==> config.mk <==
export PLATFORM = sky130hd
export DESIGN_NAME = swr_seq
export DESIGN_NICKNAME = d
export VERILOG_FILES = /design/src/rtl/swr_pkg.sv /design/src/rtl/swr_seq.sv
export SDC_FILE = /design/constraint.sdc
export NUM_CORES = 1
export LEC_CHECK = 0
export BUFFER_PORTS_ARGS = -buffer_cell sky130_fd_sc_hd__buf_2
export CAP_MARGIN = 10
export CORE_UTILIZATION = 30
export CTS_CLUSTER_DIAMETER = 30
export CTS_CLUSTER_SIZE = 10
export DETAILED_ROUTE_END_ITERATION = 8
export SYNTH_ARGS = -nofsm -noshare
export SYNTH_HDL_FRONTEND = slang
export SYNTH_SLANG_ARGS = --single-unit
==> constraint.sdc <==
create_clock -name clk -period 4.5 [get_ports clk]
set_input_delay 0.9 -clock clk [delete_from_list [all_inputs] [get_ports clk]]
set_output_delay 0.9 -clock clk [all_outputs]
set_load 0.005 [all_outputs]
==> src/rtl/swr_pkg.sv <==
`timescale 1ns / 1ps
// ----------------------------------------------------------------------------
// swr_pkg: shared types and microcode for the square window rotator
// Control word layout, step codes, operation and jump codes, command codes,
// the microprogram and the dispatch table.
// ----------------------------------------------------------------------------
package swr_pkg;

    localparam int STEP_W = 4;
    localparam int WIN_W  = 5;
    localparam int WORD_W = 11;

    localparam logic [STEP_W-1:0] S_IDLE    = 4'd0;
    localparam logic [STEP_W-1:0] S_FILL    = 4'd1;
    localparam logic [STEP_W-1:0] S_GATHER  = 4'd2;
    localparam logic [STEP_W-1:0] S_GTAIL   = 4'd3;
    localparam logic [STEP_W-1:0] S_SCATTER = 4'd4;
    localparam logic [STEP_W-1:0] S_STAIL   = 4'd5;
    localparam logic [STEP_W-1:0] S_RD_ADDR = 4'd6;
    localparam logic [STEP_W-1:0] S_RD_OUT  = 4'd7;
    localparam logic [STEP_W-1:0] S_DONE    = 4'd8;
    localparam logic [STEP_W-1:0] S_BOOT    = 4'd9;

    localparam logic [2:0] OP_NOP     = 3'd0;
    localparam logic [2:0] OP_FILL    = 3'd1;
    localparam logic [2:0] OP_GATHER  = 3'd2;
    localparam logic [2:0] OP_SCATTER = 3'd3;
    localparam logic [2:0] OP_RD_ADDR = 3'd4;
    localparam logic [2:0] OP_RD_OUT  = 3'd5;

    localparam logic [1:0] JC_ALWAYS   = 2'd0;
    localparam logic [1:0] JC_LOOP     = 2'd1;
    localparam logic [1:0] JC_DISPATCH = 2'd2;

    localparam logic [1:0] CMD_ROT  = 2'd0;
    localparam logic [1:0] CMD_READ = 2'd1;
    localparam logic [1:0] CMD_INIT = 2'd2;

    localparam logic [1:0] CL_ROT  = 2'd0;
    localparam logic [1:0] CL_READ = 2'd1;
    localparam logic [1:0] CL_FILL = 2'd2;
    localparam logic [1:0] CL_BAD  = 2'd3;

    typedef struct packed {
        logic [2:0]        op;
        logic              emit;
        logic [1:0]        cond;
        logic [STEP_W-1:0] target;
    } uword_t;

    typedef struct packed {
        logic [2:0] op;
        logic       emit;
        logic       accept;
    } ctl_t;

    typedef struct packed {
        logic       last;
        logic [1:0] cls;
    } dp_stat_t;

    function automatic uword_t urom(input logic [STEP_W-1:0] step);
        uword_t w;
        w = '{op: OP_NOP, emit: 1'b0, cond: JC_ALWAYS, target: S_IDLE};
        unique case (step)
            S_IDLE:    w = '{op: OP_NOP,     emit: 1'b0, cond: JC_DISPATCH, target: S_IDLE};
            S_FILL:    w = '{op: OP_FILL,    emit: 1'b0, cond: JC_LOOP,     target: S_DONE};
            S_GATHER:  w = '{op: OP_GATHER,  emit: 1'b0, cond: JC_LOOP,     target: S_GTAIL};
            S_GTAIL:   w = '{op: OP_NOP,     emit: 1'b0, cond: JC_ALWAYS,   target: S_SCATTER};
            S_SCATTER: w = '{op: OP_SCATTER, emit: 1'b0, cond: JC_LOOP,     target: S_STAIL};
            S_STAIL:   w = '{op: OP_NOP,     emit: 1'b0, cond: JC_ALWAYS,   target: S_DONE};
            S_RD_ADDR: w = '{op: OP_RD_ADDR, emit: 1'b0, cond: JC_ALWAYS,   target: S_RD_OUT};
            S_RD_OUT:  w = '{op: OP_RD_OUT,  emit: 1'b1, cond: JC_ALWAYS,   target: S_IDLE};
            S_DONE:    w = '{op: OP_NOP,     emit: 1'b1, cond: JC_ALWAYS,   target: S_IDLE};
            S_BOOT:    w = '{op: OP_FILL,    emit: 1'b0, cond: JC_LOOP,     target: S_IDLE};
            default:   w = '{op: OP_NOP,     emit: 1'b0, cond: JC_ALWAYS,   target: S_IDLE};
        endcase
        return w;
    endfunction

    function automatic logic [STEP_W-1:0] dispatch(input logic [1:0] cls);
        logic [STEP_W-1:0] s;
        s = S_DONE;
        unique case (cls)
            CL_ROT:  s = S_GATHER;
            CL_READ: s = S_RD_ADDR;
            CL_FILL: s = S_FILL;
            CL_BAD:  s = S_DONE;
            default: s = S_DONE;
        endcase
        return s;
    endfunction

endpackage

==> src/rtl/swr_seq.sv <==
`timescale 1ns / 1ps
// ----------------------------------------------------------------------------
// swr_seq: microcode sequencer
// Step counter over the control store, with loop and dispatch jumps.
// ----------------------------------------------------------------------------
module swr_seq
    import swr_pkg::*;
(
    input  logic     clk,
    input  logic     rst_n,
    input  logic     start,
    input  dp_stat_t stat,
    output ctl_t     ctl,
    output logic     busy
);

    logic [STEP_W-1:0] step_reg;
    logic [STEP_W-1:0] step_next;
    uword_t            uw;

    assign uw         = urom(step_reg);
    assign busy       = (step_reg != S_IDLE);
    assign ctl.op     = uw.op;
    assign ctl.emit   = uw.emit;
    assign ctl.accept = (uw.cond == JC_DISPATCH) && start;

    always_comb
    begin
        step_next = step_reg;
        unique case (uw.cond)
            JC_ALWAYS:   step_next = uw.target;
            JC_LOOP:     step_next = stat.last ? uw.target : step_reg;
            JC_DISPATCH: step_next = start ? dispatch(stat.cls) : step_reg;
            default:     step_next = S_IDLE;
        endcase
    end

    always_ff @(posedge clk or negedge rst_n)
    begin
        if (!rst_n)
        begin
            step_reg <= S_BOOT;
        end
        else
        begin
            step_reg <= step_next;
        end
    end

endmodule

==> impl_table.tex <==
\begin{tabular}{lr}
\hline
Metric & Value \\
\hline
\multicolumn{2}{l}{\textbf{Route}} \\
Number of violations reported at the end of detailed-routing iteration 0 & 2 \\
DR WL/cell & 10.7 um \\
Drt pass-1 iters & 2 \\
DR DRC count & 0 \\
Via density per instance & 4.81 \\
Detailed-route via count & 351 \\
Post-route ant nets & 0 \\
Detailed-route wire length & 781 um \\
\multicolumn{2}{l}{\textbf{Outcome}} \\
Outcome & completed \\
\multicolumn{2}{l}{\textbf{Worst hold path}} \\
Class of the tightest hold or removal check & in -> async \\
\multicolumn{2}{l}{\textbf{Floorplanning}} \\
DIE AREA & 1530 um2 \\
Starting density of the core & 32.2\% \\
Total core area & 1280 um2 \\
Row count & 13 \\
Die Y-Extent & 39.2 um \\
Die span in x & 39.2 um \\
Number of placed I/O pins & 12 \\
\multicolumn{2}{l}{\textbf{Worst setup path}} \\
Req. time, crit path & 3.60 ns \\
Worst-case register-to-register setup slack & 2.44 ns \\
Cell chain of the critical path & inv\_1 > ha\_1 > nand2b\_2 > or2\_2 > nor3b\_1 > buf\_2 \\
Crit path buffers/inverters & 2 \\
Depth of the critical timing path with buffers and inverters included & 6 \\
Worst reg2reg endpoint & step\_reg[1] \\
Critical-path maximum fanout & 6 \\
Origin of the critical flop-to-flop path & step\_reg[0] \\
Critical-path top delay cell & dfrtp\_1 \\
Sort of element at the end of the critical path & primary output \\
Destination of the critical timing path & ctl[0] \\
Worst setup path category & reg -> out \\
Type of origin of the critical path & flop \\
Critical Path Max Stage Delay & 0.40 ns \\
Worst path arrival time & 1.74 ns \\
Largest delay contributor family on the critical path & simple AND/OR/NAND/NOR gates \\
Start point of the critical path & step\_reg[1] \\
Path depth of the worst reg2reg path & 5 \\
\multicolumn{2}{l}{\textbf{GRT}} \\
Wire length of the first global-routing pass & 1250 um \\
Overall fraction of global-route tracks in use & 12.8\% \\
Vias in the first global route & 305 \\
Number of antenna violations at the first check in global routing & 0 \\
Pin count of the biggest net entering global routing & 15 \\
Overflow after GRT & 0 \\
\multicolumn{2}{l}{\textbf{Final layout}} \\
Count of filler cells inserted in the layout & 143 \\
Layout overhead on the synthesized area & 21.1\% \\
Count of antenna diodes in the layout & 0 \\
\# nets final & 70 \\
Max reg flops & 4 \\
Most frequent cells in the layout & buf\_2, nor2\_1, a21oi\_1, ha\_1 \\
Final instance area & 502 um2 \\
Fraction of layout cells with a size suffix above 1 & 39.7\% \\
Most frequent standard cell in the layout excluding fill and tap cells & buf\_2 \\
\multicolumn{2}{l}{\textbf{Timing}} \\
Hold violation total from the final report & 0 \\
Final critical path time including I/O delays and setup & 2.64 ns \\
Worst Max-Slew Pin Slew & 0.397 ns \\
RSZ-0062 raised after global routing & false \\
Final slew viol count & 0 \\
Rel. slew slack & 73.5\% \\
Final clock skew & 0.00312 ns \\
Maximum frequency from static timing analysis & 378 MHz \\
Sum of negative setup slack & 0 ns \\
Number of setup violations in the final report & 0 \\
Ratio of final minimum period to clock period & 58.8\% \\
\multicolumn{2}{l}{\textbf{Clocking}} \\
TritonCTS clock tree & built \\
\# Post-CTS Setup Buffers & 0 \\
Buffer depth of the longest clock path & 2 \\
Clock buffer count from CTS & 3 \\
H-tree depth reported by CTS & 1 \\
Clock sink count & 4 \\
Cell at the root of the clock tree & clkbuf\_4 \\
Total of hold buffers inserted after clock tree synthesis & 0 \\
Number of instances resized during post-cts repair & 0 \\
Worst-path clk slew & 0.04 ns \\
Clock latency at the later pin of the worst-skew pair & 0.23 ns \\
\multicolumn{2}{l}{\textbf{Pwr}} \\
Flop pwr share & 23.9\% \\
Sw Share & 40.8\% \\
Power share of the clock group & 12.9\% \\
Largest vdd supply drop & 0.252 mV \\
Static leakage & 0.236 nW \\
P per Cell Area & 655 nW/um2 \\
Total net switching power & 0.000134 W \\
Logic pwr share & 63.1\% \\
Design internal power & 0.000195 W \\
\multicolumn{2}{l}{\textbf{Logic synthesis}} \\
Portion of the post-synthesis area used by sequential elements & 24.8\% \\
Syn Inst Count & 46 \\
Synth Cell Area & 414 um2 \\
Warnings from Yosys & 0 \\
Count of different cell masters after synthesis & 26 \\
Count of state elements after synthesis & 4 \\
Mean cell area of the mapped netlist & 9.00 um2 \\
Synthesized Nets & 56 \\
\multicolumn{2}{l}{\textbf{Place}} \\
DP Area & 479 um2 \\
Port-buffer cells & 11 \\
Total half-perimeter wirelength after legalization and detailed placement & 600 um \\
Weighted congestion at the end of routability-driven global placement & 0.729 \\
\multicolumn{2}{l}{\textbf{Run}} \\
Max-Cap Viols & 0 \\
\hline
\end{tabular}
-- per-layer routing --
metal  GRT usage, %  part of all wire [%]
met1           13.7                    48
met2           20.8                    49
met3           3.47                   2.8
met4           10.3                     0
met5              0                     0
-- cells in the mapped netlist --
| master | count | area (um2) |
|---|---|---|
| a21oi_1 | 4 | 20.0 |
| ha_1 | 4 | 50.1 |
| nor2_1 | 4 | 15.0 |
| inv_1 | 3 | 11.3 |
| mux2_2 | 3 | 33.8 |
| nand2_1 | 3 | 11.3 |
| dfrtp_1 | 2 | 50.1 |
| dfstp_2 | 2 | 52.6 |
| mux2_1 | 2 | 22.5 |
| nor3b_1 | 2 | 15.0 |
| o22ai_1 | 2 | 12.5 |
| a221o_1 | 1 | 10.0 |
| a2bb2oi_2 | 1 | 15.0 |
| buf_2 | 1 | 5.00 |
| clkbuf_1 | 1 | 3.75 |
| mux2i_1 | 1 | 10.0 |
| nand2b_1 | 1 | 6.26 |
| nand2b_2 | 1 | 8.76 |
| nand3b_1 | 1 | 7.51 |
| nor2b_1 | 1 | 6.26 |
| o21ai_0 | 1 | 5.00 |
| o32ai_1 | 1 | 8.76 |
| or2_2 | 1 | 6.26 |
| or3_1 | 1 | 6.26 |
| or3_4 | 1 | 11.3 |
| or4b_1 | 1 | 10.0 |
-- stage by stage --
stage                     hold WS, ns  cells  power (W)  setup slack (ns)  utilization (%)
final                           0.463     73   0.000329              1.86             39.0
after global routing            0.451     73   0.000365              1.68             39.0
after CTS                       0.453     73   0.000335              1.84             39.0
after detailed placement        0.551     70   0.000291              2.09             37.3
after global placement          0.546     70   0.000290              2.10             37.3
after floorplan                 0.512     46   0.000236              2.27                -
-- worst register-to-register path: stages, from the launching register on --
cell and delay (ns):
dfstp_2 0.56, inv_1 0.06, ha_1 0.37, a221o_1 0.36, a2bb2oi_2 0.24, mux2_1 0.35
-- how the worst min path moves through the flow --
stage	start	end	slack [ns]	cells past startpoint
finish	rst_n	step_reg[2]	0.46	1
detailed placement	step_reg[1]	step_reg[1]	0.55	1
floorplan	step_reg[1]	step_reg[1]	0.51	1
global placement	step_reg[1]	step_reg[1]	0.55	1
CTS	rst_n	step_reg[2]	0.45	1
global route	rst_n	step_reg[2]	0.45	1
-- cell families (layout without fill, tap and decap cells) --
logic type	Yosys count	in the layout	share of synthesized area, %
AOI/OAI and AO/OA	10	10	17.2
DFF	4	4	24.8
and+or+nand+nor	17	17	25.1
muxes	6	6	16.0
buffers and inverters	5	17	4.83
adders and majority gates	4	4	12.1
-- power by group through the flow --
stage,combinational (W),sequential (W),clock (W)
after floorplan,0.000173,0.0000634,0
after global placement,0.000211,0.0000790,0
after detailed placement,0.000211,0.0000797,0
after CTS,0.000211,0.0000792,0.0000457
after global routing,0.000233,0.0000831,0.0000482
final,0.000208,0.0000786,0.0000425
-- final cells by class --
type,count,area (um2),share of cell area [%]
multi-input combinational,37,292,58.1
sequential,4,103,20.4
timing repair buffer,11,55.1,11.0
clock buffer,3,22.5,4.49
tap,15,18.8,3.74
inverter,3,11.3,2.24
No activity file was read; power rests on OpenSTA's default activity.
